[src/rtl/core/bpq_pkg.sv]
// Shared types, codes and the entry ranking function of the bounded priority queue.
`timescale 1ns / 1ps

package bpq_pkg;

    localparam int CAPACITY_DEF = 8;
    localparam int OCC_W        = 4;

    typedef enum logic {
        CMD_PUSH = 1'b0,
        CMD_POP  = 1'b1
    } cmd_t;

    typedef enum logic [1:0] {
        ST_DONE  = 2'd0,
        ST_FULL  = 2'd1,
        ST_EMPTY = 2'd2
    } status_t;

    typedef struct packed {
        logic signed [31:0] prio;
        logic signed [31:0] value;
    } entry_t;

    // Operation broadcast to every cell, already qualified by accept and status.
    typedef struct packed {
        logic   push;
        logic   pop;
        entry_t entry;
    } op_t;

    // What a cell shows to its neighbors.
    typedef struct packed {
        logic   valid;
        entry_t entry;
        logic   displaced;
    } cell_link_t;

    // True when entry a ranks strictly above entry b.
    function automatic logic ranks_above(entry_t a, entry_t b);
        logic result;
        if (a.prio != b.prio)
        begin
            result = (a.prio > b.prio);
        end
        else
        begin
            result = (a.value > b.value);
        end
        return result;
    endfunction

endpackage

[src/rtl/core/bpq_cell.sv]
// One cell of the sorted shift-register queue: holds one entry, shifts right on push, left on pop.
`timescale 1ns / 1ps

module bpq_cell (
    input  logic               clk,
    input  logic               rst_n,
    input  bpq_pkg::op_t       op,
    input  bpq_pkg::cell_link_t left,
    input  bpq_pkg::cell_link_t right,
    output bpq_pkg::cell_link_t self
);

    logic            valid_reg;
    logic            valid_next;
    bpq_pkg::entry_t entry_reg;
    bpq_pkg::entry_t entry_next;
    logic            displaced;

    assign displaced = op.push && (!valid_reg || bpq_pkg::ranks_above(op.entry, entry_reg));

    always_comb
    begin
        valid_next = valid_reg;
        entry_next = entry_reg;
        priority if (op.push)
        begin
            priority if (left.displaced)
            begin
                valid_next = left.valid;
                entry_next = left.entry;
            end
            else if (displaced)
            begin
                valid_next = 1'b1;
                entry_next = op.entry;
            end
            else
            begin
                valid_next = valid_reg;
                entry_next = entry_reg;
            end
        end
        else if (op.pop)
        begin
            valid_next = right.valid;
            entry_next = right.entry;
        end
        else
        begin
            valid_next = valid_reg;
            entry_next = entry_reg;
        end
    end

    always_ff @(posedge clk or negedge rst_n)
    begin
        if (!rst_n)
        begin
            valid_reg <= 1'b0;
        end
        else
        begin
            valid_reg <= valid_next;
        end
    end

    always_ff @(posedge clk)
    begin
        entry_reg <= entry_next;
    end

    assign self.valid     = valid_reg;
    assign self.entry     = entry_reg;
    assign self.displaced = displaced;

endmodule

[src/rtl/core/bounded_priority_queue.sv]
// Top level of the bounded max priority queue built as a chain of sorted cells.
`timescale 1ns / 1ps

// Bounded max priority queue of CAPACITY entries kept sorted in a row of cells,
// best entry in cell 0. A push is broadcast to all cells at once; each cell
// compares it with its own entry and keeps, takes the new entry or takes its
// left neighbor's entry. A pop shifts every cell one place toward the head.
// One item is accepted per cycle while out_ready is high or no result waits,
// and its result appears in the output register the cycle after; the next item
// is taken as soon as that result is taken. Each cell holds one 64-bit compare,
// which sets the clock period. Occupancy is the count masked to 4 bits.
module bounded_priority_queue #(
    parameter int CAPACITY = bpq_pkg::CAPACITY_DEF
) (
    input  logic               clk,
    input  logic               rst_n,
    input  logic               in_valid,
    output logic               in_ready,
    input  logic               command,
    input  logic signed [31:0] value,
    input  logic signed [31:0] priority_req,
    output logic               out_valid,
    input  logic               out_ready,
    output logic [1:0]         status,
    output logic signed [31:0] popped_value,
    output logic signed [31:0] popped_priority,
    output logic [3:0]         occupancy,
    output logic               head_valid,
    output logic signed [31:0] head_value,
    output logic signed [31:0] head_priority
);

    localparam int CNT_W = $clog2(CAPACITY + 1);
    localparam int OCC_X = (CNT_W > bpq_pkg::OCC_W) ? CNT_W : bpq_pkg::OCC_W;

    bpq_pkg::cell_link_t cell_q [CAPACITY];
    bpq_pkg::op_t        op;
    logic                accept;
    logic                full;
    logic                empty;
    logic                push_ok;
    logic                pop_ok;

    logic                out_valid_reg;
    logic                out_valid_next;
    bpq_pkg::status_t    status_reg;
    bpq_pkg::status_t    status_next;
    bpq_pkg::entry_t     popped_reg;
    bpq_pkg::entry_t     popped_next;
    logic [CNT_W-1:0]    count_reg;
    logic [CNT_W-1:0]    count_next;
    logic [OCC_X-1:0]    occ_wide;

    assign accept  = in_valid && in_ready;
    assign in_ready = !out_valid_reg || out_ready;
    assign full    = cell_q[CAPACITY-1].valid;
    assign empty   = !cell_q[0].valid;
    assign push_ok = accept && (command == bpq_pkg::CMD_PUSH) && !full;
    assign pop_ok  = accept && (command == bpq_pkg::CMD_POP) && !empty;

    assign op.push        = push_ok;
    assign op.pop         = pop_ok;
    assign op.entry.value = value;
    assign op.entry.prio  = priority_req;

    genvar gi;
    generate
        for (gi = 0; gi < CAPACITY; gi++)
        begin : g_cell
            bpq_pkg::cell_link_t left_link;
            bpq_pkg::cell_link_t right_link;
            if (gi == 0)
            begin : g_first
                assign left_link = '0;
            end
            else
            begin : g_mid
                assign left_link = cell_q[gi-1];
            end
            if (gi == CAPACITY - 1)
            begin : g_last
                assign right_link = '0;
            end
            else
            begin : g_inner
                assign right_link = cell_q[gi+1];
            end
            bpq_cell u_cell (
                .clk   (clk),
                .rst_n (rst_n),
                .op    (op),
                .left  (left_link),
                .right (right_link),
                .self  (cell_q[gi])
            );
        end
    endgenerate

    always_comb
    begin
        status_next    = status_reg;
        popped_next    = popped_reg;
        count_next     = count_reg;
        out_valid_next = out_valid_reg;
        if (out_ready)
        begin
            out_valid_next = 1'b0;
        end
        if (accept)
        begin
            out_valid_next = 1'b1;
            popped_next    = '0;
            priority if (command == bpq_pkg::CMD_PUSH && full)
            begin
                status_next = bpq_pkg::ST_FULL;
            end
            else if (command == bpq_pkg::CMD_POP && empty)
            begin
                status_next = bpq_pkg::ST_EMPTY;
            end
            else
            begin
                status_next = bpq_pkg::ST_DONE;
            end
            if (pop_ok)
            begin
                popped_next = cell_q[0].entry;
                count_next  = count_reg - CNT_W'(1);
            end
            if (push_ok)
            begin
                count_next = count_reg + CNT_W'(1);
            end
        end
    end

    always_ff @(posedge clk or negedge rst_n)
    begin
        if (!rst_n)
        begin
            out_valid_reg <= 1'b0;
            count_reg     <= '0;
        end
        else
        begin
            out_valid_reg <= out_valid_next;
            count_reg     <= count_next;
        end
    end

    always_ff @(posedge clk)
    begin
        status_reg <= status_next;
        popped_reg <= popped_next;
    end

    assign occ_wide        = OCC_X'(count_reg);
    assign out_valid       = out_valid_reg;
    assign status          = status_reg;
    assign popped_value    = popped_reg.value;
    assign popped_priority = popped_reg.prio;
    assign occupancy       = occ_wide[bpq_pkg::OCC_W-1:0];
    assign head_valid      = cell_q[0].valid;
    assign head_value      = cell_q[0].valid ? cell_q[0].entry.value : '0;
    assign head_priority   = cell_q[0].valid ? cell_q[0].entry.prio : '0;

endmodule

[config.mk]
export PLATFORM = sky130hd
export DESIGN_NAME = bounded_priority_queue
export DESIGN_NICKNAME = d
export VERILOG_FILES = /design/src/rtl/core/bpq_pkg.sv /design/src/rtl/core/bpq_cell.sv /design/src/rtl/core/bounded_priority_queue.sv
export SDC_FILE = /design/constraint.sdc
export NUM_CORES = 2
export LEC_CHECK = 0
export ABC_CLOCK_PERIOD_IN_PS = 10220
export BUFFER_PORTS_ARGS = -buffer_cell sky130_fd_sc_hd__buf_2
export CAP_MARGIN = 20
export CORE_MARGIN = 5
export CORE_UTILIZATION = 55
export DETAILED_ROUTE_END_ITERATION = 6
export GPL_ROUTABILITY_DRIVEN = 0
export PLACE_DENSITY = 0.73
export SETUP_SLACK_MARGIN = 0.2
export SYNTH_ARGS = -nofsm -noshare
export SYNTH_HDL_FRONTEND = slang
export SYNTH_SLANG_ARGS = --single-unit
[constraint.sdc]
create_clock -name clk -period 10.22 [get_ports clk]
set_input_delay 2.044 -clock clk [delete_from_list [all_inputs] [get_ports clk]]
set_output_delay 2.044 -clock clk [all_outputs]
set_load 0.05 [all_outputs]
==> impl_table.tex <==
\begin{tabular}{lr}
\hline
Metric & Value \\
\hline
\multicolumn{2}{l}{\textbf{Routing}} \\
DRC violations left & 8 \\
Routed length per instance & between 20 and 25 um \\
Number of nets with antenna violations after routing & 0 \\
DR pass1 iterations & 7 \\
Total via count in the routed design & 31400 \\
Routed wire length & roughly 120000 um \\
Max layer used & met5 \\
Wire length on met3 & about 12000 um \\
Count of routing violations after the opening detailed-route iteration & $\sim$4000 \\
Number of vias per cell after detailed routing & about 6.2 \\
Met2 WL & about 54000 um \\
Wire length on met1 & 50100 um \\
\multicolumn{2}{l}{\textbf{Synthesis}} \\
Synthesized cell area & between 0.03 and 0.04 sq mm \\
Total nets after synthesis & 4485 \\
Async S/R FF share, synth & under 10\% \\
Post-synthesis sequential element count & just under 600 \\
Most used flip-flop cell after synthesis & edfxtp\_1 \\
Post-synthesis cell type with the largest combined area & edfxtp\_1 \\
Post-synthesis cell count & approximately 4000 \\
Library cell with the highest instance count after synthesis & edfxtp\_1 \\
Post-synthesis area per instance & between 9 and 10 sq um \\
Part of the Yosys area used for sequential elements & between 40\% and 50\% \\
Total number of yosys warnings & 0 \\
EDFF count, synth & 578 \\
Main area contributors after synthesis & edfxtp\_1, ha\_1, mux2i\_1 \\
Synth cell count leaders & edfxtp\_1, nand2\_1, inv\_1 \\
Area share of the leading cell type in the synthesized netlist & between 40\% and 50\% \\
Post-synth cell types & 65 \\
\multicolumn{2}{l}{\textbf{GRT}} \\
Pin count of the biggest net entering global routing & 261 \\
Antenna violations before repair & 9 \\
Final global-route overflow total & 0 \\
GRT Overall Usage & about 30\% \\
Vias in the first global route & just over 30000 \\
Wire length of the first global-routing pass & about 180000 um \\
\multicolumn{2}{l}{\textbf{CTS}} \\
TritonCTS clock tree & done \\
CTS root buf & clkbuf\_16 \\
Quantity of hold-fixing buffers added after cts & 0 \\
Clock sink count & 591 \\
Number of H-tree branching levels & 3 \\
Buffer levels on the longest clock path & 3 \\
Cts repair resizes & 0 \\
Clock transition at path regs & around 60 ps \\
Post-CTS Setup Inserts & 0 \\
Total CTS buffers & slightly below 70 \\
Clock latency of the later-clocked register in the worst-skew pair & $\sim$620 ps \\
\multicolumn{2}{l}{\textbf{STA}} \\
Minimum period implied by the final worst setup slack & 6960 ps \\
Setup repair after global routing missed its margin & false \\
Pins Over Slew Limit & 0 \\
Worst Tran Pin Value & 1224 ps \\
Post-route fraction of the period consumed by the critical path & around 70\% \\
Count of endpoints failing hold in the final timing report & 0 \\
Fin Clk Skew & 31.00 ps \\
Max Freq & approximately 0.14 GHz \\
Worst slew margin relative to its limit & between 10\% and 20\% \\
Final setup viols & 0 \\
Final TNS setup & 0 ps \\
\multicolumn{2}{l}{\textbf{Final layout}} \\
\# nets final & roughly 4600 \\
Area Overhead vs Synth & 10.18\% \\
Largest register FFs & about 500 \\
Share of cells above drive strength 1 & under 10\% \\
Fill cell instance count of the final layout & roughly 6000 \\
\multicolumn{2}{l}{\textbf{Worst setup path}} \\
Type of the setup path with the least slack & primary input to flop \\
Arrival time worst endpoint & $\sim$7300 ps \\
Worst reg-to-reg path cell count & 13 \\
Maximum fanout along the worst path & 35 \\
Kind of start point of the critical path & primary input \\
End of the worst register-to-register path & g\_cell[4].u\_cell.self[42] \\
Source of the worst register-to-register timing path & g\_cell[3].u\_cell.self[64] \\
FF-to-FF setup slack & between 4000 and 5000 ps \\
Endpoint class of the critical path & flop \\
Required @ worst endpoint & around 11000 ps \\
\multicolumn{2}{l}{\textbf{Placed design}} \\
Placed wire-length estimate & 81230 um \\
Port Buf Inserts & 205 \\
\multicolumn{2}{l}{\textbf{Floorplanning}} \\
Core region area & approximately 0.07 sq mm \\
Die Wd & $\sim$280 um \\
Die outline height & between 200 and 300 um \\
Top Ports & 206 \\
Area of the die & slightly below 0.08 sq mm \\
Row count & 98 \\
Starting Density & between 50 and 60\% \\
\multicolumn{2}{l}{\textbf{Power and ir drop}} \\
Final total power & around 9.3 mW \\
Leak pwr & $\sim$19 nW \\
Pwr per Cell Area & $\sim$210 mW/mm\^{}2 \\
Worst-case vdd ir drop & approximately 170 uV \\
\multicolumn{2}{l}{\textbf{Flow run}} \\
Max-Cap Viols & 0 \\
\multicolumn{2}{l}{\textbf{Hold path}} \\
Worst hold path stage count & 1 \\
Type of the tightest min-delay check & flop to flop \\
Startpoint of the tightest hold check path & occupancy[3] \\
Sink of the worst hold path & occupancy[3] \\
\multicolumn{2}{l}{\textbf{Run status}} \\
Run status & finished, violations left \\
Failing checks & design-rule violations \\
\hline
\end{tabular}
[stage by stage]
| step | util [%] | area [sq um] | hold WS (ps) | setup WS, ps | std cells |
|---|---|---|---|---|---|
| final | 61.05 | 43570 | 472.7 | 3260 | 5088 |
| after global routing | 61.04 | 43560 | 495.5 | 3227 | 5085 |
| after CTS | 61.00 | 43530 | 473.2 | 3469 | 5083 |
| after detailed placement | 57.99 | 41380 | 465.3 | 2854 | 4963 |
| after global placement | 57.98 | 41380 | 459.6 | 2496 | 4962 |
| after floorplan | - | 39540 | 483.1 | 950.4 | 3965 |
[critical path, cell delays in order]
cell and delay (ps):
buf_2 190, ha_1 410, nand4_1 170, nor4_1 810, nand4_1 330, or3_1 630
o311ai_0 260, nand4_1 350, a21oi_4 220, buf_4 590, buf_4 790, mux2i_1 310
o21ai_0 110
[cell usage in the layout, fill, tap and decap left out, types with 5 or more instances in the layout]
cell,instances
inv_1,459
clkinv_1,14
a2111oi_0,5
o211ai_1,20
clkbuf_1,13
a211o_1,5
or3_1,5
nor2b_1,24
o21a_1,7
nand2b_1,8
nand4_1,97
ha_1,450
nor2_1,169
and4_1,7
o21ai_1,53
nor4_1,12
clkbuf_16,71
mux2i_1,387
a211oi_1,13
dfrtp_1,12
and3_1,5
buf_4,31
a21o_1,96
nand3_1,80
a22oi_1,5
o31ai_1,5
clkinv_2,12
xnor2_1,5
and2_1,67
buf_2,206
edfxtp_1,578
or4_1,5
bufinv_16,5
o21ai_0,309
nor3_1,11
a221oi_1,9
nand2_1,527
a31oi_1,6
o221ai_1,65
a21oi_1,206
[layout make-up]
type,instances,area [sq um],share of cell area [%]
Sequential cell,591,17680,40.59
Inverter,462,1745,4.006
Clock buffer,84,1826,4.190
Clock inverter,36,322.8,0.7410
Tap cell,950,1189,2.728
Antenna cell,4,10.01,0.02298
Timing Repair Buffer,240,1331,3.056
Multi-Input combinational cell,2721,19460,44.67
[cells by family after synthesis]
group,Yosys count,share of synthesized area (%)
multiplexers,389,9.854
flip-flops,591,44.72
adder cells (fa/ha/maj),451,14.29
buffers and inverters,653,6.518
AO/OA/AOI/OAI,840,12.70
AND/OR/NAND/NOR,1035,11.79
XOR/XNOR,6,0.1329
[power by group]
| part | switching [mW] | internal (mW) |
|---|---|---|
| clock | 1.04 | 1.40 |
| sequential | 0.287 | 3.25 |
| combinational | 2.28 | 1.07 |
[layer usage]
layer | track usage (%) | vias up
met4 | 10.37 | 10
met5 | 0 | -
li1 | - | 14550
met2 | 46.82 | 1549
met3 | 5.226 | 252
met1 | 42.38 | 15040
[worst max-delay path by stage]
stage	endpoint	cells past startpoint	slack [ps]	from
CTS	g_cell[4].u_cell.self[54]	13	3470	priority_req[31]
global route	g_cell[4].u_cell.self[54]	13	3230	priority_req[31]
detailed placement	g_cell[4].u_cell.self[54]	13	2850	priority_req[31]
floorplan	g_cell[0].u_cell.self[10]	11	950	value[31]
finish	g_cell[4].u_cell.self[42]	13	3260	priority_req[31]
global placement	g_cell[1].u_cell.self[9]	11	2500	priority_req[31]
No activity file was read; power rests on OpenSTA's default activity.
